**config.mk**
```make
export PLATFORM = sky130hd
export DESIGN_NAME = cpu_instruction_execute_core_flat
export DESIGN_NICKNAME = d
export VERILOG_FILES = /design/src/rtl/cie_pkg.sv /design/src/rtl/cie_req_if.sv /design/src/rtl/cie_rsp_if.sv /design/src/rtl/cpu_instruction_execute_core.sv /design/src/flat_wrapper.sv
export VERILOG_INCLUDE_DIRS = /design/src /design/src/rtl
export SDC_FILE = /design/constraint.sdc
export NUM_CORES = 2
export LEC_CHECK = 0
export BUFFER_PORTS_ARGS = -buffer_cell sky130_fd_sc_hd__buf_2
export CAP_MARGIN = 10
export CORE_UTILIZATION = 63
export CTS_CLUSTER_SIZE = 28
export DETAILED_ROUTE_END_ITERATION = 7
export PLACE_DENSITY = 0.78
export SYNTH_ARGS = -nofsm -noshare
export SYNTH_HDL_FRONTEND = slang
export SYNTH_SLANG_ARGS = --single-unit
export TNS_END_PERCENT = 30
```
**constraint.sdc**
```tcl
create_clock -name clk_i -period 17.4 [get_ports clk_i]
set_input_delay 3.48 -clock clk_i [delete_from_list [all_inputs] [get_ports clk_i]]
set_output_delay 3.48 -clock clk_i [all_outputs]
set_load 0.03 [all_outputs]
```
**src/rtl/cpu_instruction_execute_core_assert.svh**
```systemverilog
// Assertion macros shared by the execute core RTL.
`ifndef CPU_INSTRUCTION_EXECUTE_CORE_ASSERT_SVH
`define CPU_INSTRUCTION_EXECUTE_CORE_ASSERT_SVH

// Same-cycle implication, sampled on clk_i, off during reset.
`define CIE_ASSERT_IMP(lbl, pre, post, msg) \
  lbl: assert property (@(posedge clk_i) disable iff (!rst_ni) (pre) |-> (post)) \
    else $error(msg);

// Next-cycle implication, sampled on clk_i, off during reset.
`define CIE_ASSERT_NXT(lbl, pre, post, msg) \
  lbl: assert property (@(posedge clk_i) disable iff (!rst_ni) (pre) |=> (post)) \
    else $error(msg);

`endif

```
**src/rtl/cie_pkg.sv**
```systemverilog
// Shared types, codes and decode functions of the execute core.
package cie_pkg;

  localparam logic [1:0] OP_EXEC = 2'd0;
  localparam logic [1:0] OP_NMI  = 2'd1;
  localparam logic [1:0] OP_IRQ  = 2'd2;

  localparam logic CFG_IRQ_VEC = 1'b0;
  localparam logic CFG_NMI_VEC = 1'b1;

  localparam logic [7:0] SP_RESET    = 8'hFD;
  localparam logic [7:0] FLAGS_RESET = 8'h34;
  localparam logic [7:0] PUSH_BITS   = 8'h30;
  localparam logic [7:0] ONE_BIT     = 8'h20;

  typedef enum logic [5:0] {
    C_NOP, C_ADC, C_AND, C_ASL, C_ASA, C_BCC, C_BCS, C_BEQ, C_BIT, C_BMI, C_BNE, C_BPL,
    C_BRK, C_BVC, C_BVS, C_CLC, C_CLD, C_CLI, C_CLV, C_CMP, C_CPX, C_CPY, C_DEC, C_DEX,
    C_DEY, C_EOR, C_INC, C_INX, C_INY, C_JMP, C_JSR, C_LDA, C_LDX, C_LDY, C_LSR, C_LSA,
    C_ORA, C_PHA, C_PHP, C_PLA, C_PLP, C_ROL, C_ROA, C_ROR, C_RRA, C_RTI, C_RTS, C_SBC,
    C_SEC, C_SED, C_SEI, C_STA, C_STX, C_STY, C_TAX, C_TAY, C_TSX, C_TXA, C_TXS, C_TYA
  } cls_e;

  // Shift kinds
  localparam logic [1:0] SH_ASL = 2'd0;
  localparam logic [1:0] SH_LSR = 2'd1;
  localparam logic [1:0] SH_ROL = 2'd2;
  localparam logic [1:0] SH_ROR = 2'd3;

  function automatic cls_e decode(input logic [7:0] opc);
    cls_e c;
    case (opc)
      8'h61, 8'h65, 8'h69, 8'h6D, 8'h71, 8'h75, 8'h79, 8'h7D: c = C_ADC;
      8'hE1, 8'hE5, 8'hE9, 8'hED, 8'hF1, 8'hF5, 8'hF9, 8'hFD: c = C_SBC;
      8'h21, 8'h25, 8'h29, 8'h2D, 8'h31, 8'h35, 8'h39, 8'h3D: c = C_AND;
      8'h01, 8'h05, 8'h09, 8'h0D, 8'h11, 8'h15, 8'h19, 8'h1D: c = C_ORA;
      8'h41, 8'h45, 8'h49, 8'h4D, 8'h51, 8'h55, 8'h59, 8'h5D: c = C_EOR;
      8'hC1, 8'hC5, 8'hC9, 8'hCD, 8'hD1, 8'hD5, 8'hD9, 8'hDD: c = C_CMP;
      8'hA1, 8'hA5, 8'hA9, 8'hAD, 8'hB1, 8'hB5, 8'hB9, 8'hBD: c = C_LDA;
      8'h81, 8'h85, 8'h8D, 8'h91, 8'h95, 8'h99, 8'h9D:        c = C_STA;
      8'h06, 8'h0E, 8'h16, 8'h1E: c = C_ASL;
      8'h26, 8'h2E, 8'h36, 8'h3E: c = C_ROL;
      8'h46, 8'h4E, 8'h56, 8'h5E: c = C_LSR;
      8'h66, 8'h6E, 8'h76, 8'h7E: c = C_ROR;
      8'hC6, 8'hCE, 8'hD6, 8'hDE: c = C_DEC;
      8'hE6, 8'hEE, 8'hF6, 8'hFE: c = C_INC;
      8'hA0, 8'hA4, 8'hAC, 8'hB4, 8'hBC: c = C_LDY;
      8'hA2, 8'hA6, 8'hAE, 8'hB6, 8'hBE: c = C_LDX;
      8'hC0, 8'hC4, 8'hCC: c = C_CPY;
      8'hE0, 8'hE4, 8'hEC: c = C_CPX;
      8'h84, 8'h8C, 8'h94: c = C_STY;
      8'h86, 8'h8E, 8'h96: c = C_STX;
      8'h24, 8'h2C: c = C_BIT;
      8'h4C, 8'h6C: c = C_JMP;
      8'h0A: c = C_ASA;
      8'h2A: c = C_ROA;
      8'h4A: c = C_LSA;
      8'h6A: c = C_RRA;
      8'h10: c = C_BPL;
      8'h30: c = C_BMI;
      8'h50: c = C_BVC;
      8'h70: c = C_BVS;
      8'h90: c = C_BCC;
      8'hB0: c = C_BCS;
      8'hD0: c = C_BNE;
      8'hF0: c = C_BEQ;
      8'h00: c = C_BRK;
      8'h20: c = C_JSR;
      8'h40: c = C_RTI;
      8'h60: c = C_RTS;
      8'h08: c = C_PHP;
      8'h28: c = C_PLP;
      8'h48: c = C_PHA;
      8'h68: c = C_PLA;
      8'h18: c = C_CLC;
      8'h38: c = C_SEC;
      8'h58: c = C_CLI;
      8'h78: c = C_SEI;
      8'hB8: c = C_CLV;
      8'hD8: c = C_CLD;
      8'hF8: c = C_SED;
      8'h88: c = C_DEY;
      8'hCA: c = C_DEX;
      8'hC8: c = C_INY;
      8'hE8: c = C_INX;
      8'h8A: c = C_TXA;
      8'h98: c = C_TYA;
      8'h9A: c = C_TXS;
      8'hA8: c = C_TAY;
      8'hAA: c = C_TAX;
      8'hBA: c = C_TSX;
      default: c = C_NOP;
    endcase
    return c;
  endfunction

  // N and Z from a result byte
  function automatic logic [7:0] set_nz(input logic [7:0] p, input logic [7:0] v);
    return {v[7], p[6:2], (v == 8'h00), p[0]};
  endfunction

  // {carry out, result}
  function automatic logic [8:0] shift_fn(input logic [1:0] kind, input logic [7:0] v,
                                          input logic cin);
    logic [8:0] r;
    case (kind)
      SH_ASL:  r = {v[7], v[6:0], 1'b0};
      SH_ROL:  r = {v[7], v[6:0], cin};
      SH_LSR:  r = {v[0], 1'b0, v[7:1]};
      SH_ROR:  r = {v[0], cin, v[7:1]};
      default: r = {1'b0, v};
    endcase
    return r;
  endfunction

endpackage

```
**src/rtl/cie_req_if.sv**
```systemverilog
// Request channel of the execute core: one item per handshake.
interface cie_req_if;
  logic        valid;
  logic        ready;
  logic [1:0]  operation;
  logic [7:0]  opcode;
  logic [7:0]  operand;
  logic [15:0] target_address;
  logic [15:0] next_pc;
  logic        irq_line;

  modport source (output valid, operation, opcode, operand, target_address, next_pc,
                  irq_line, input ready);
  modport sink   (input valid, operation, opcode, operand, target_address, next_pc,
                  irq_line, output ready);
endinterface

```
**src/rtl/cie_rsp_if.sv**
```systemverilog
// Result channel of the execute core: register values, write request, next pc.
interface cie_rsp_if;
  logic        valid;
  logic        ready;
  logic [15:0] pc;
  logic [7:0]  accumulator;
  logic [7:0]  x_index;
  logic [7:0]  y_index;
  logic [7:0]  stack_pointer;
  logic [7:0]  status;
  logic        write_enable;
  logic [7:0]  write_data;
  logic        interrupt_taken;

  modport source (output valid, pc, accumulator, x_index, y_index, stack_pointer, status,
                  write_enable, write_data, interrupt_taken, input ready);
  modport sink   (input valid, pc, accumulator, x_index, y_index, stack_pointer, status,
                  write_enable, write_data, interrupt_taken, output ready);
endinterface

```
**src/rtl/cpu_instruction_execute_core.sv**
```systemverilog
// Top level of the 6502-style execute core with its private stack page memory.
//
// Executes one request per item: an instruction (opcode, fetched operand, target
// address, next pc), an NMI entry or an IRQ entry. A, X, Y, SP, P and the IRQ
// delay bit live in flops; the stack page is a 256x8 single-port synchronous RAM
// (one read or one write per cycle, registered read data) with a per-entry valid
// bit so unwritten bytes read as zero right after reset, with no clearing pass.
// Throughput is set by that one RAM port:
//   - items with no stack access: one request per cycle while the output is free;
//   - pushes (PHA, PHP, JSR, BRK, NMI/IRQ entry): the first byte is written and the
//     result registered when the request is taken; later bytes drain in ST_PUSH
//     while the input is held off;
//   - pulls (PLA, PLP, RTS, RTI): one read per cycle in ST_PULL, then ST_FIN
//     finishes the flags / pc and shows the result once the output is free.
// The result sits in a single output register; a new request is taken only while
// it is empty or its result is taken. Vectors are written on the cfg port (index 0
// IRQ/BRK, 1 NMI); the user must do so only while the core is idle (unenforced).
module cpu_instruction_execute_core (
  input  logic             clk_i,
  input  logic             rst_ni,
  input  logic             cfg_we_i,
  input  logic             cfg_idx_i,
  input  logic [15:0]      cfg_data_i,
  cie_req_if.sink          req_i,
  cie_rsp_if.source        rsp_o
);

  `include "cpu_instruction_execute_core_assert.svh"

  localparam logic [1:0] ST_IDLE = 2'd0;
  localparam logic [1:0] ST_PUSH = 2'd1;
  localparam logic [1:0] ST_PULL = 2'd2;
  localparam logic [1:0] ST_FIN  = 2'd3;

  // architectural state
  logic [7:0]  acc_q, acc_d, x_q, x_d, y_q, y_d, sp_q, sp_d, p_q, p_d;
  logic        dly_q, dly_d;
  logic [15:0] irq_vec_q, nmi_vec_q;

  // sequencer
  logic [1:0]  st_q, st_d;
  logic [1:0]  cnt_q, cnt_d;         // push: bytes left; pull: reads issued
  logic [1:0]  pull_n_q, pull_n_d;
  logic [7:0]  base_q, base_d;       // stack pointer before pull / next push address
  logic [7:0]  push_q [2];
  logic [7:0]  push_d [2];
  logic [7:0]  pb_q [3];             // pulled bytes
  logic [7:0]  pb_d [3];
  cie_pkg::cls_e cls_q, cls_d;
  logic        line_q, line_d;
  logic [15:0] np_q, np_d;

  // output register
  logic        out_valid_q, out_valid_d;
  logic [15:0] out_pc_q, out_pc_d;
  logic [7:0]  out_acc_q, out_acc_d, out_x_q, out_x_d, out_y_q, out_y_d;
  logic [7:0]  out_sp_q, out_sp_d, out_p_q, out_p_d, out_wd_q, out_wd_d;
  logic        out_we_q, out_we_d, out_tk_q, out_tk_d;

  // stack RAM
  logic [7:0]  mem [256];
  logic [255:0] vld_q;
  logic        mem_we, mem_re;
  logic [7:0]  mem_addr, mem_wdata;
  logic [7:0]  rd_data_q;
  logic        rd_vld_q;
  logic [7:0]  rd_byte;

  // datapath temporaries
  logic        in_acc, out_free, emit;
  cie_pkg::cls_e cls;
  logic [15:0] pc_w, ret_w;
  logic        we_w, tk_w;
  logic [7:0]  wd_w, pb0, pb1, pb2, addv, cmp_reg, nf;
  logic [1:0]  npush, npull;
  logic [8:0]  sum9, sh9, dif9;
  logic [1:0]  sh_kind;

  assign out_free    = !out_valid_q || rsp_o.ready;
  assign req_i.ready = (st_q == ST_IDLE) && out_free;
  assign in_acc      = req_i.valid && req_i.ready;
  assign rd_byte     = rd_vld_q ? rd_data_q : 8'h00;
  assign cls         = cie_pkg::decode(req_i.opcode);

  // shared ALU pieces
  assign addv    = (cls == cie_pkg::C_SBC) ? ~req_i.operand : req_i.operand;
  assign sum9    = {1'b0, acc_q} + {1'b0, addv} + {8'h00, p_q[0]};
  assign cmp_reg = (cls == cie_pkg::C_CPX) ? x_q : ((cls == cie_pkg::C_CPY) ? y_q : acc_q);
  assign dif9    = {1'b0, cmp_reg} - {1'b0, req_i.operand};

  always_comb begin
    case (cls)
      cie_pkg::C_LSR, cie_pkg::C_LSA: sh_kind = cie_pkg::SH_LSR;
      cie_pkg::C_ROL, cie_pkg::C_ROA: sh_kind = cie_pkg::SH_ROL;
      cie_pkg::C_ROR, cie_pkg::C_RRA: sh_kind = cie_pkg::SH_ROR;
      default:                        sh_kind = cie_pkg::SH_ASL;
    endcase
  end

  // accumulator forms shift A, memory forms shift the operand
  assign sh9 = cie_pkg::shift_fn(sh_kind,
      (cls == cie_pkg::C_ASA || cls == cie_pkg::C_LSA || cls == cie_pkg::C_ROA ||
       cls == cie_pkg::C_RRA) ? acc_q : req_i.operand, p_q[0]);

  always_comb begin
    acc_d = acc_q; x_d = x_q; y_d = y_q; sp_d = sp_q; p_d = p_q; dly_d = dly_q;
    st_d = st_q; cnt_d = cnt_q; pull_n_d = pull_n_q; base_d = base_q;
    push_d = push_q; pb_d = pb_q; cls_d = cls_q; line_d = line_q; np_d = np_q;
    mem_we = 1'b0; mem_re = 1'b0; mem_addr = base_q; mem_wdata = push_q[0];
    pc_w = np_q; we_w = 1'b0; wd_w = 8'h00; tk_w = 1'b0;
    pb0 = 8'h00; pb1 = 8'h00; pb2 = 8'h00; npush = 2'd0; npull = 2'd0;
    ret_w = 16'h0000; nf = 8'h00;
    emit = 1'b0;

    case (st_q)
      ST_IDLE: begin
        if (in_acc) begin
          pc_w = req_i.next_pc;
          if (req_i.operation == cie_pkg::OP_NMI) begin
            pb0 = req_i.next_pc[15:8]; pb1 = req_i.next_pc[7:0]; pb2 = p_q; npush = 2'd3;
            p_d = p_q | 8'h04; pc_w = nmi_vec_q; tk_w = 1'b1; dly_d = 1'b0;
          end else if (req_i.operation == cie_pkg::OP_IRQ) begin
            // a change of I by the last instruction is seen one item late
            if (dly_q == p_q[2]) begin
              pb0 = req_i.next_pc[15:8]; pb1 = req_i.next_pc[7:0]; pb2 = p_q; npush = 2'd3;
              p_d = p_q | 8'h04; pc_w = irq_vec_q; tk_w = 1'b1;
            end
            dly_d = 1'b0;
          end else if (req_i.operation == cie_pkg::OP_EXEC) begin
            dly_d = 1'b0;
            case (cls)
              cie_pkg::C_ADC, cie_pkg::C_SBC: begin
                acc_d = sum9[7:0];
                p_d = cie_pkg::set_nz({1'b0,
                        ((acc_q[7] ^ sum9[7]) & (addv[7] ^ sum9[7])),
                        p_q[5:1], sum9[8]}, sum9[7:0]);
              end
              cie_pkg::C_AND: begin
                acc_d = acc_q & req_i.operand; p_d = cie_pkg::set_nz(p_q, acc_d);
              end
              cie_pkg::C_ORA: begin
                acc_d = acc_q | req_i.operand; p_d = cie_pkg::set_nz(p_q, acc_d);
              end
              cie_pkg::C_EOR: begin
                acc_d = acc_q ^ req_i.operand; p_d = cie_pkg::set_nz(p_q, acc_d);
              end
              cie_pkg::C_ASL, cie_pkg::C_LSR, cie_pkg::C_ROL, cie_pkg::C_ROR: begin
                we_w = 1'b1; wd_w = sh9[7:0];
                p_d = cie_pkg::set_nz({p_q[7:1], sh9[8]}, sh9[7:0]);
              end
              cie_pkg::C_ASA, cie_pkg::C_LSA, cie_pkg::C_ROA, cie_pkg::C_RRA: begin
                acc_d = sh9[7:0];
                p_d = cie_pkg::set_nz({p_q[7:1], sh9[8]}, sh9[7:0]);
              end
              cie_pkg::C_BIT: begin
                p_d = {req_i.operand[7:6], p_q[5:2],
                       ((acc_q & req_i.operand) == 8'h00), p_q[0]};
              end
              cie_pkg::C_BCC: if (!p_q[0]) pc_w = req_i.target_address;
              cie_pkg::C_BCS: if (p_q[0])  pc_w = req_i.target_address;
              cie_pkg::C_BNE: if (!p_q[1]) pc_w = req_i.target_address;
              cie_pkg::C_BEQ: if (p_q[1])  pc_w = req_i.target_address;
              cie_pkg::C_BVC: if (!p_q[6]) pc_w = req_i.target_address;
              cie_pkg::C_BVS: if (p_q[6])  pc_w = req_i.target_address;
              cie_pkg::C_BPL: if (!p_q[7]) pc_w = req_i.target_address;
              cie_pkg::C_BMI: if (p_q[7])  pc_w = req_i.target_address;
              cie_pkg::C_BRK: begin
                ret_w = req_i.next_pc + 16'd1;
                pb0 = ret_w[15:8]; pb1 = ret_w[7:0]; pb2 = p_q | cie_pkg::PUSH_BITS;
                npush = 2'd3; pc_w = irq_vec_q; p_d = p_q | 8'h04;
              end
              cie_pkg::C_CLC: p_d = p_q & 8'hFE;
              cie_pkg::C_SEC: p_d = p_q | 8'h01;
              cie_pkg::C_CLD: p_d = p_q & 8'hF7;
              cie_pkg::C_SED: p_d = p_q | 8'h08;
              cie_pkg::C_CLV: p_d = p_q & 8'hBF;
              cie_pkg::C_CLI: if (p_q[2]) begin
                p_d = p_q & 8'hFB; dly_d = req_i.irq_line;
              end
              cie_pkg::C_SEI: if (!p_q[2]) begin
                p_d = p_q | 8'h04; dly_d = req_i.irq_line;
              end
              cie_pkg::C_CMP, cie_pkg::C_CPX, cie_pkg::C_CPY:
                p_d = cie_pkg::set_nz({p_q[7:1], !dif9[8]}, dif9[7:0]);
              cie_pkg::C_DEC: begin
                we_w = 1'b1; wd_w = req_i.operand - 8'd1; p_d = cie_pkg::set_nz(p_q, wd_w);
              end
              cie_pkg::C_INC: begin
                we_w = 1'b1; wd_w = req_i.operand + 8'd1; p_d = cie_pkg::set_nz(p_q, wd_w);
              end
              cie_pkg::C_DEX: begin x_d = x_q - 8'd1; p_d = cie_pkg::set_nz(p_q, x_d); end
              cie_pkg::C_DEY: begin y_d = y_q - 8'd1; p_d = cie_pkg::set_nz(p_q, y_d); end
              cie_pkg::C_INX: begin x_d = x_q + 8'd1; p_d = cie_pkg::set_nz(p_q, x_d); end
              cie_pkg::C_INY: begin y_d = y_q + 8'd1; p_d = cie_pkg::set_nz(p_q, y_d); end
              cie_pkg::C_JMP: pc_w = req_i.target_address;
              cie_pkg::C_JSR: begin
                ret_w = req_i.next_pc - 16'd1;
                pb0 = ret_w[15:8]; pb1 = ret_w[7:0]; npush = 2'd2;
                pc_w = req_i.target_address;
              end
              cie_pkg::C_RTS: npull = 2'd2;
              cie_pkg::C_RTI: npull = 2'd3;
              cie_pkg::C_PLA, cie_pkg::C_PLP: npull = 2'd1;
              cie_pkg::C_LDA: begin
                acc_d = req_i.operand; p_d = cie_pkg::set_nz(p_q, req_i.operand);
              end
              cie_pkg::C_LDX: begin
                x_d = req_i.operand; p_d = cie_pkg::set_nz(p_q, req_i.operand);
              end
              cie_pkg::C_LDY: begin
                y_d = req_i.operand; p_d = cie_pkg::set_nz(p_q, req_i.operand);
              end
              cie_pkg::C_PHA: begin pb0 = acc_q; npush = 2'd1; end
              cie_pkg::C_PHP: begin pb0 = p_q | cie_pkg::PUSH_BITS; npush = 2'd1; end
              cie_pkg::C_STA: begin we_w = 1'b1; wd_w = acc_q; end
              cie_pkg::C_STX: begin we_w = 1'b1; wd_w = x_q; end
              cie_pkg::C_STY: begin we_w = 1'b1; wd_w = y_q; end
              cie_pkg::C_TAX: begin x_d = acc_q; p_d = cie_pkg::set_nz(p_q, acc_q); end
              cie_pkg::C_TAY: begin y_d = acc_q; p_d = cie_pkg::set_nz(p_q, acc_q); end
              cie_pkg::C_TSX: begin x_d = sp_q; p_d = cie_pkg::set_nz(p_q, sp_q); end
              cie_pkg::C_TXA: begin acc_d = x_q; p_d = cie_pkg::set_nz(p_q, x_q); end
              cie_pkg::C_TYA: begin acc_d = y_q; p_d = cie_pkg::set_nz(p_q, y_q); end
              cie_pkg::C_TXS: sp_d = x_q;
              default: ;
            endcase
          end

          if (npush != 2'd0) begin
            // first byte goes out now, the rest drain in ST_PUSH
            mem_we = 1'b1; mem_addr = sp_q; mem_wdata = pb0;
            push_d[0] = pb1; push_d[1] = pb2;
            base_d = sp_q - 8'd1;
            sp_d = sp_q - {6'd0, npush};
            cnt_d = npush - 2'd1;
            st_d = (npush == 2'd1) ? ST_IDLE : ST_PUSH;
            emit = 1'b1;
          end else if (npull != 2'd0) begin
            mem_re = 1'b1; mem_addr = sp_q + 8'd1;
            base_d = sp_q; sp_d = sp_q + {6'd0, npull};
            cnt_d = 2'd1; pull_n_d = npull; st_d = ST_PULL;
            cls_d = cls; line_d = req_i.irq_line; np_d = req_i.next_pc;
          end else begin
            emit = 1'b1;
          end
        end
      end

      ST_PUSH: begin
        mem_we = 1'b1; mem_addr = base_q; mem_wdata = push_q[0];
        push_d[0] = push_q[1];
        base_d = base_q - 8'd1;
        cnt_d = cnt_q - 2'd1;
        if (cnt_q == 2'd1) st_d = ST_IDLE;
      end

      ST_PULL: begin
        pb_d[cnt_q - 2'd1] = rd_byte;
        if (cnt_q == pull_n_q) begin
          st_d = ST_FIN;
        end else begin
          mem_re = 1'b1; mem_addr = base_q + {6'd0, cnt_q} + 8'd1;
          cnt_d = cnt_q + 2'd1;
        end
      end

      ST_FIN: begin
        if (out_free) begin
          emit = 1'b1; st_d = ST_IDLE;
          case (cls_q)
            cie_pkg::C_PLA: begin acc_d = pb_q[0]; p_d = cie_pkg::set_nz(p_q, pb_q[0]); end
            cie_pkg::C_PLP: begin
              nf = pb_q[0] | cie_pkg::ONE_BIT;
              if (nf[2] != p_q[2]) dly_d = line_q;
              p_d = nf;
            end
            cie_pkg::C_RTS: pc_w = {pb_q[1], pb_q[0]} + 16'd1;
            cie_pkg::C_RTI: begin
              p_d = pb_q[0] | cie_pkg::ONE_BIT; pc_w = {pb_q[2], pb_q[1]};
            end
            default: ;
          endcase
        end
      end

      default: st_d = ST_IDLE;
    endcase

    out_valid_d = (out_valid_q && !rsp_o.ready) || emit;
    out_pc_d = out_pc_q; out_acc_d = out_acc_q; out_x_d = out_x_q; out_y_d = out_y_q;
    out_sp_d = out_sp_q; out_p_d = out_p_q; out_we_d = out_we_q; out_wd_d = out_wd_q;
    out_tk_d = out_tk_q;
    if (emit) begin
      out_pc_d = pc_w; out_acc_d = acc_d; out_x_d = x_d; out_y_d = y_d;
      out_sp_d = sp_d; out_p_d = p_d; out_we_d = we_w; out_wd_d = wd_w; out_tk_d = tk_w;
    end
  end

  // control and architectural registers
  always_ff @(posedge clk_i or negedge rst_ni) begin
    if (!rst_ni) begin
      acc_q <= 8'h00; x_q <= 8'h00; y_q <= 8'h00;
      sp_q <= cie_pkg::SP_RESET; p_q <= cie_pkg::FLAGS_RESET; dly_q <= 1'b0;
      irq_vec_q <= 16'h0000; nmi_vec_q <= 16'h0000;
      st_q <= ST_IDLE; cnt_q <= 2'd0; pull_n_q <= 2'd0;
      out_valid_q <= 1'b0;
      vld_q <= '0; rd_vld_q <= 1'b0;
    end else begin
      acc_q <= acc_d; x_q <= x_d; y_q <= y_d; sp_q <= sp_d; p_q <= p_d; dly_q <= dly_d;
      st_q <= st_d; cnt_q <= cnt_d; pull_n_q <= pull_n_d;
      out_valid_q <= out_valid_d;
      if (cfg_we_i) begin
        case (cfg_idx_i)
          cie_pkg::CFG_IRQ_VEC: irq_vec_q <= cfg_data_i;
          cie_pkg::CFG_NMI_VEC: nmi_vec_q <= cfg_data_i;
          default: ;
        endcase
      end
      if (mem_we) vld_q[mem_addr] <= 1'b1;
      if (mem_re) rd_vld_q <= vld_q[mem_addr];
    end
  end

  // payload registers
  always_ff @(posedge clk_i) begin
    base_q <= base_d; push_q <= push_d; pb_q <= pb_d;
    cls_q <= cls_d; line_q <= line_d; np_q <= np_d;
    out_pc_q <= out_pc_d; out_acc_q <= out_acc_d; out_x_q <= out_x_d; out_y_q <= out_y_d;
    out_sp_q <= out_sp_d; out_p_q <= out_p_d; out_we_q <= out_we_d; out_wd_q <= out_wd_d;
    out_tk_q <= out_tk_d;
  end

  // stack page RAM, single port
  always_ff @(posedge clk_i) begin
    if (mem_we) mem[mem_addr] <= mem_wdata;
    if (mem_re) rd_data_q <= mem[mem_addr];
  end

  assign rsp_o.valid           = out_valid_q;
  assign rsp_o.pc              = out_pc_q;
  assign rsp_o.accumulator     = out_acc_q;
  assign rsp_o.x_index         = out_x_q;
  assign rsp_o.y_index         = out_y_q;
  assign rsp_o.stack_pointer   = out_sp_q;
  assign rsp_o.status          = out_p_q;
  assign rsp_o.write_enable    = out_we_q;
  assign rsp_o.write_data      = out_wd_q;
  assign rsp_o.interrupt_taken = out_tk_q;

  `CIE_ASSERT_IMP(a_one_port, mem_we, !mem_re, "stack RAM read and write in one cycle")
  `CIE_ASSERT_NXT(a_sp_at_accept, !in_acc, $stable(sp_q), "SP moved outside an accept")
  `CIE_ASSERT_NXT(a_push_done, (st_q == ST_PUSH) && (cnt_q == 2'd1), st_q == ST_IDLE,
                  "push drain overran")
  `CIE_ASSERT_NXT(a_fin_emits, (st_q == ST_FIN) && out_free, out_valid_q,
                  "pull finish gave no result")

endmodule

```
**src/flat_wrapper.sv**
```systemverilog
// flat-port wrapper written by rule: the top's interface ports become plain ports
module cpu_instruction_execute_core_flat 
  (clk_i, rst_ni, cfg_we_i, cfg_idx_i, cfg_data_i, req_i_valid, req_i_operation, req_i_opcode, req_i_operand, req_i_target_address, req_i_next_pc, req_i_irq_line, req_i_ready, rsp_o_valid, rsp_o_pc, rsp_o_accumulator, rsp_o_x_index, rsp_o_y_index, rsp_o_stack_pointer, rsp_o_status, rsp_o_write_enable, rsp_o_write_data, rsp_o_interrupt_taken, rsp_o_ready);
  cie_req_if req_i_i ();
  cie_rsp_if rsp_o_i ();
  input  logic clk_i;
  input  logic rst_ni;
  input  logic cfg_we_i;
  input  logic cfg_idx_i;
  input  logic [15:0] cfg_data_i;
  input wire logic [$bits(req_i_i.valid)-1:0] req_i_valid;
  input wire logic [$bits(req_i_i.operation)-1:0] req_i_operation;
  input wire logic [$bits(req_i_i.opcode)-1:0] req_i_opcode;
  input wire logic [$bits(req_i_i.operand)-1:0] req_i_operand;
  input wire logic [$bits(req_i_i.target_address)-1:0] req_i_target_address;
  input wire logic [$bits(req_i_i.next_pc)-1:0] req_i_next_pc;
  input wire logic [$bits(req_i_i.irq_line)-1:0] req_i_irq_line;
  output wire logic [$bits(req_i_i.ready)-1:0] req_i_ready;
  output wire logic [$bits(rsp_o_i.valid)-1:0] rsp_o_valid;
  output wire logic [$bits(rsp_o_i.pc)-1:0] rsp_o_pc;
  output wire logic [$bits(rsp_o_i.accumulator)-1:0] rsp_o_accumulator;
  output wire logic [$bits(rsp_o_i.x_index)-1:0] rsp_o_x_index;
  output wire logic [$bits(rsp_o_i.y_index)-1:0] rsp_o_y_index;
  output wire logic [$bits(rsp_o_i.stack_pointer)-1:0] rsp_o_stack_pointer;
  output wire logic [$bits(rsp_o_i.status)-1:0] rsp_o_status;
  output wire logic [$bits(rsp_o_i.write_enable)-1:0] rsp_o_write_enable;
  output wire logic [$bits(rsp_o_i.write_data)-1:0] rsp_o_write_data;
  output wire logic [$bits(rsp_o_i.interrupt_taken)-1:0] rsp_o_interrupt_taken;
  input wire logic [$bits(rsp_o_i.ready)-1:0] rsp_o_ready;
  assign req_i_i.valid = req_i_valid;
  assign req_i_i.operation = req_i_operation;
  assign req_i_i.opcode = req_i_opcode;
  assign req_i_i.operand = req_i_operand;
  assign req_i_i.target_address = req_i_target_address;
  assign req_i_i.next_pc = req_i_next_pc;
  assign req_i_i.irq_line = req_i_irq_line;
  assign req_i_ready = req_i_i.ready;
  assign rsp_o_valid = rsp_o_i.valid;
  assign rsp_o_pc = rsp_o_i.pc;
  assign rsp_o_accumulator = rsp_o_i.accumulator;
  assign rsp_o_x_index = rsp_o_i.x_index;
  assign rsp_o_y_index = rsp_o_i.y_index;
  assign rsp_o_stack_pointer = rsp_o_i.stack_pointer;
  assign rsp_o_status = rsp_o_i.status;
  assign rsp_o_write_enable = rsp_o_i.write_enable;
  assign rsp_o_write_data = rsp_o_i.write_data;
  assign rsp_o_interrupt_taken = rsp_o_i.interrupt_taken;
  assign rsp_o_i.ready = rsp_o_ready;
  cpu_instruction_execute_core u_core (.clk_i(clk_i), .rst_ni(rst_ni), .cfg_we_i(cfg_we_i), .cfg_idx_i(cfg_idx_i), .cfg_data_i(cfg_data_i), .req_i(req_i_i), .rsp_o(rsp_o_i));
endmodule
```
### After elaboration in Yosys (flattened, before gate mapping)

Memory sizes are Yosys's and may differ from the RTL's. A register that Yosys moved wholly into a read port is not among the register bits.
Index checks and enable logic that the tools add are counted.

* register bits: 474
* RAM bits: 2048
* ROM bits: 1536
* input bits: 73
* output and inout bits: 68
* word-level logic and storage cells: 381
* memories: 2

Memory list
* u_core.mem: words 256, width 8, rd ports 1, clocked after memory_dff 1, write ports 1, RTL line cpu_instruction_execute_core.sv:61 `logic [7:0] mem [256];`
* (no name shown): words 256, width 6, rd ports 1, clocked after memory_dff 0, write ports 0, RTL line cie_pkg.sv:32 `case (opc)`

* $add $sub $neg: 22
* order comparisons: 4
* equal/unequal tests: 86
* muxes and demuxes: 155
* bitwise gates (word level): 14
* reduce and logical (&&, ||, !) cells: 66

Operator list (count)
* $mux W8: 58
* $mux W16: 16
* $or A256 B256 Y256: 1
* $pmux W8 S25: 1
* $eq A6 B6 Y1 const B: 32
* $pmux W16 S10: 1
* $logic_not A8 Y1: 18
* $pmux W8 S2: 7
* $eq A6 B5 Y1 const B: 16
* $pmux W16 S2: 2
* $pmux W8 S4: 2
* $pmux W8 S8: 1
* $eq A6 B4 Y1 const B: 8
* $pmux W8 S6: 1
* $mux W2: 21
* $add A8 B1 Y8 const B: 5
* $pmux W8 S5: 1
* $sub A8 B1 Y8 const B: 5
* $pmux W9 S4: 1
* $add A16 B1 Y16 const B: 2
* $mux W1: 28
* $bwmux W24: 1
* $eq A6 B3 Y1 const B: 4
* $pmux W2 S3: 4
* 54 further kinds: 111

### Logic depth before layout (Yosys ltp)

An unclocked memory read counts as a cell.

* depth after elaboration: 19
* depth in mapped cells: 33
* mapped depth without buffers: 28

### Worst setup path after synthesis

No wires, ideal clock.

* kind: input port to flip-flop
* from: input req_i_opcode[1]
* to: memory u_core.mem[0][5], data pin
* setup time: 2.187 ns
* data arrival time: 17.042 ns
* required time: 15.213 ns
* slack: -1.829 ns
* cell stages on the path: 22
* buffers on the path: 6
* cell sequence: buf_2 > buf_2 > inv_1 > ha_1 > buf_2 > or4b_1 > o31ai_1 > a2111oi_0 > a311oi_1 > nor3_4 > inv_4 > nand2_1 > clkbuf_1 > nor2_1 > clkbuf_1 > clkbuf_1 > nand2_1 > o21ai_0 > o21ai_0 > a21oi_1 > a21oi_1 > o21ai_0

* longest elaborated chain between the ends: 13
* elaborated cells between the ends (all ways): 20
* those cells by class: eq/ne: 4; mux: 13; reduce/logical: 2; memory: 1

RTL lines
* from (decl): RTL line flat_wrapper.sv:13 `input wire logic [$bits(req_i_i.opcode)-1:0] req_i_opcode;`
* $mem_v2 Z256 W6 *
* $eq A6 B6 Y1: RTL line cpu_instruction_execute_core.sv:131 `case (cls)`
* $reduce_or A2 Y1 (no source line)
* $pmux W2 S3: RTL line cpu_instruction_execute_core.sv:131
* $mux W2: RTL line cpu_instruction_execute_core.sv:129 `end else if (req_i.operation == cie_pkg::OP_EXEC) begin`
* $mux W2: RTL line cpu_instruction_execute_core.sv:122 `end else if (req_i.operation == cie_pkg::OP_IRQ) begin`
* $mux W2: RTL line cpu_instruction_execute_core.sv:119 `if (req_i.operation == cie_pkg::OP_NMI) begin`
* $mux W2: RTL line cpu_instruction_execute_core.sv:117 `if (in_acc) begin`
* $mux W2: RTL line cpu_instruction_execute_core.sv:115 `case (st_q)`
* $reduce_bool A2 Y1: RTL line cpu_instruction_execute_core.sv:228 `if (npush != 2'd0) begin`
* $mux W8 *: RTL line cpu_instruction_execute_core.sv:228
* $mux W8 *: RTL line cpu_instruction_execute_core.sv:117
* $mux W8 *: RTL line cpu_instruction_execute_core.sv:115
* named net u_core.mem_wdata[5]: RTL line cpu_instruction_execute_core.sv:64 `logic [7:0] mem_addr, mem_wdata;`
* to (decl): RTL line cpu_instruction_execute_core.sv:61

The timed path passes the listed nets; every way through them passes the cells marked *. The select of a mux whose other input is x is not followed.

### Worst setup path after layout

* from: input req_i_opcode[1]
* to: register u_core.rd_vld_q

* longest elaborated chain between the ends: 16
* elaborated cells between the ends (all ways): 35
* those cells by class: eq/ne: 8; mux: 22; reduce/logical: 4; memory: 1

RTL lines
* $mem_v2 Z256 W6 *
* $eq A6 B6 Y1: RTL line cpu_instruction_execute_core.sv:131
* $reduce_or A2 Y1: RTL line cpu_instruction_execute_core.sv:131
* $pmux W2 S3: RTL line cpu_instruction_execute_core.sv:131
* $mux W2: RTL line cpu_instruction_execute_core.sv:129
* $mux W2: RTL line cpu_instruction_execute_core.sv:122
* $mux W2: RTL line cpu_instruction_execute_core.sv:119
* $mux W2: RTL line cpu_instruction_execute_core.sv:117
* $mux W2: RTL line cpu_instruction_execute_core.sv:115
* $reduce_bool A2 Y1: RTL line cpu_instruction_execute_core.sv:237 `end else if (npull != 2'd0) begin`
* $mux W8: RTL line cpu_instruction_execute_core.sv:237
* $mux W8: RTL line cpu_instruction_execute_core.sv:228
* $mux W8: RTL line cpu_instruction_execute_core.sv:117
* $pmux W8 S2: RTL line cpu_instruction_execute_core.sv:115
* $bmux W1 S8: RTL line cpu_instruction_execute_core.sv:319 `if (mem_re) rd_vld_q <= vld_q[mem_addr];`
* $mux W1 (implied by the code): RTL line cpu_instruction_execute_core.sv:319
* to (signal assigned): RTL line cpu_instruction_execute_core.sv:319
* to (decl): RTL line cpu_instruction_execute_core.sv:66 `logic rd_vld_q;`

Every way passes the cells marked *; elsewhere a longest branch is shown, timed or not. The select of a mux whose other input is x is not followed.
A chain may end at the register's enable or synchronous reset.

==> impl_results.md <==
* Placed Instances at 11121
* Max-Cap Viols at 0
* Fin crit share at 70.0%
* Dpl cell area at 115000 sq um
* CTS tree: built
* Worst Hold Class: reg2reg
* Clock Path Buffers at 3
* Post-synth ARST share at 13.3%
* Cell taking the most area after synthesis: edfxtp_1
* Overall routing resource usage at 38.8%
* CP max FO at 111
* Port Buffers at 140
* Skew-Pair Late Insertion Delay at 0.93 ns
* RSZ-0062 raised after global routing: false
* Routed len/inst at 30.8 um
* Final min period at 12.18 ns
* Final wirelength at 357 mm
* Setup WS post-layout at 5.22 ns
* R2r startpoint: u_core.p_q[2]
* Area growth syn-to-layout at 9.12%
* Die area at 181000 sq um
* DR vias at 82239
* RD Place Congestion at 0.982
* Worst reg2reg setup slack at 8.65 ns
* Vias per Instance at 7.09
* # IOs at 141
* Row count at 155
* Commonest non-fill, non-tap cell in the layout: edfxtp_1
* Mapped Area at 113000 sq um
* Final setup viols at 0
* Clock Skew at 0.0612 ns
* Clock-pin slew on the worst setup and hold paths at 0.06 ns
* Initial DRC count at 13032
* Req. time, crit path at 18.23 ns
* Crit path capture: u_core.rd_vld_q
* Clock buffer count from CTS at 238
* Synth top area share at 58.2%
* Hpwl dp at 212 mm
* Setup WS pre-CTS at 4.68 ns
* P per Cell Area at 205 nW/um^2
* Max incr delay on CP at 1.13 ns
* Post-Syn Nets at 9321
* WP buf/inv at 4
* Crit path capture type: flop
* Most frequent cells in the layout: edfxtp_1, nand2_1, a211oi_1, and3_1, nor2_1
* Hold Violations, Final at 0
* Pre-antenna DRT Iters at 7
* Startpoint class of the critical path: input pin
* WP data arrival at 13.02 ns
* Initial Utilization at 63.4%
* Cts repair resizes at 0
* Yosys reg bits at 2530
* Root Buffer: clkbuf_16
* R2r worst-path depth at 16
* Post-CTS setup repair buffer count at 0
* Synth Instances at 9172
* Post-route core utilization at 69.2%
* Vias in the first global route at 78389
* Status: completed
* GR Overflow Total at 0
* Core area at 178000 sq um
* H-tree depth at 4
* Relative slew slack at 2.50%
* Worst vdd ir at 0.243 mV
* Leakage power total at 44.4 nW
* DR DRC count at 0
* Syn. warnings at 0
* Finished Cell Area at 123000 sq um
* CP max stage cell: a211oi_1
* Fraction of final layout cells sized beyond drive strength 1 at 11.8%
* Stages on the worst setup path at 21
* CTS sink cnt at 2530
* First-pass GRT wire length at 520 mm
* CP top delay family: compound AO/OA/AOI/OAI gates
* Worst path cell trace: buf_2 -> inv_1 -> ha_1 -> nor4bb_1 -> mux2i_1 -> o311ai_1 -> o32a_2 -> nand2_4 -> inv_2 -> nand4_1 -> nand3_1 -> nor4_1 -> o31a_2 -> buf_12 -> nand2_1 -> nor2_1 -> o21ai_0 -> a211oi_1 -> nor3_1 -> a31o_1 -> a31oi_1
* Antenna Nets Post-Route at 0
* CTS Hold Buffers Added at 0
* Mean Syn Cell Area at 12.3 sq um
* Initial antenna violation count at 10
* Synth Flop Type: edfxtp_1
* Worst-Margin Slew at 1.45 ns
* Max Clock Freq at 82.1 MHz
* Max-slew violation count at 0
* Count of different cell masters after synthesis at 106
* Final #Nets at 9160
* Kind of critical path: in2reg
* Final Instance Count excl. Fillers at 11593
* Die X at 426 um
* Largest cells by area after synthesis: edfxtp_1, dfrtp_1, a211oi_1
* End of the worst register-to-register path: u_core.rd_vld_q
* Register area share after synthesis at 65.7%
* Pin count of the biggest net entering global routing at 215
* Setup crit start: req_i_opcode[1]
* DIE HEIGHT at 426 um
* Post-synth EDFFs at 2193
==> cell usage after synthesis (247+ instances only) <==
cell,instances
nand3_1,252
mux2i_1,328
clkbuf_1,340
a31oi_1,265
buf_2,265
and3_1,491
or2_2,247
a211oi_1,746
dfrtp_1,327
nand2_1,1426
nor2_1,476
edfxtp_1,2193
==> per-stage QoR <==
| step | hold slack [ns] | total power, mW | TNS [ns] |
|---|---|---|---|
| 2_1_floorplan | 0.427 | 15.9 | -1688.66 |
| 3_3_place_gp | 0.439 | 19.4 | 0 |
| 3_5_place_dp | 0.452 | 19.6 | 0 |
| 4_1_cts | 0.466 | 24.9 | 0 |
| 5_1_grt | 0.478 | 26.0 | 0 |
| 6_report | 0.465 | 25.3 | 0 |
==> worst min-delay path by stage <==
stage,cells after the start,to,startpoint
detailed placement,1,u_core.vld_q[20],u_core.vld_q[20]
CTS,1,u_core.vld_q[41],u_core.vld_q[41]
finish,1,u_core.vld_q[41],u_core.vld_q[41]
floorplan,1,u_core.vld_q[36],u_core.vld_q[36]
global route,1,u_core.vld_q[90],u_core.vld_q[90]
global placement,2,u_core.vld_q[45],u_core.vld_q[45]
==> cell type report <==
cell class,instances,area (sq um)
Sequential cell,2530,74300
Fill cell,12099,55000
Multi-Input combinational cell,5837,35500
Clock buffer,336,6650
Tap cell,2355,2950
Timing Repair Buffer,326,2440
Clock inverter,122,1340
Inverter,78,295
Antenna cell,9,22.5
==> sequential cells by signal, indices dropped and copies added (netlist names), 16 cells and up <==
register	flops
u_core.mem	2048
u_core.vld_q	256
u_core.pb_q	24
u_core.irq_vec_q	16
u_core.nmi_vec_q	16
u_core.np_q	16
u_core.push_q	16
u_core.rsp_o.pc	16
==> metal layers <==
metal / part of all wire, % / global-route usage [%] / up-vias
li1: - / - / 34478
met1: 35 / 50.7 / 40155
met2: 45 / 58.5 / 6277
met3: 12 / 9.88 / 1315
met4: 7.1 / 24.4 / 14
met5: 0.027 / 0 / -
==> power breakdown <==
part	total (mW)	internal, mW	switching, mW
Clock	5.29	2.96	2.33
Combinational	12.1	3.30	8.77
Sequential	7.98	7.65	0.325
Total	25.3	13.9	11.4
==> logic make-up after synthesis <==
group / after synthesis / share of synthesized area [%]
xor gates and xnor gates: 84 / 0.650
AOI/OAI and AO/OA: 1983 / 12.4
and+or+nand+nor: 3316 / 13.8
adders and majority gates: 76 / 0.874
DFF: 2530 / 65.7
buffers and inverters: 805 / 3.20
muxes: 378 / 3.41
==> worst register-to-register path: stages, from the launching register on <==
cell and delay, ns:
dfstp_2 0.66, inv_1 0.16, ha_1 0.78, nand2_1 0.24
and2_1 0.60, o31ai_2 0.14, buf_4 0.24, nor4_1 0.78
o31a_2 0.78, buf_12 0.55, nand2_1 1.03, nor2_1 0.47
o21ai_0 0.55, a211oi_1 1.13, nor3_1 0.15, a31o_1 0.30
a31oi_1 0.16
(Power assumes the default switching activity.)
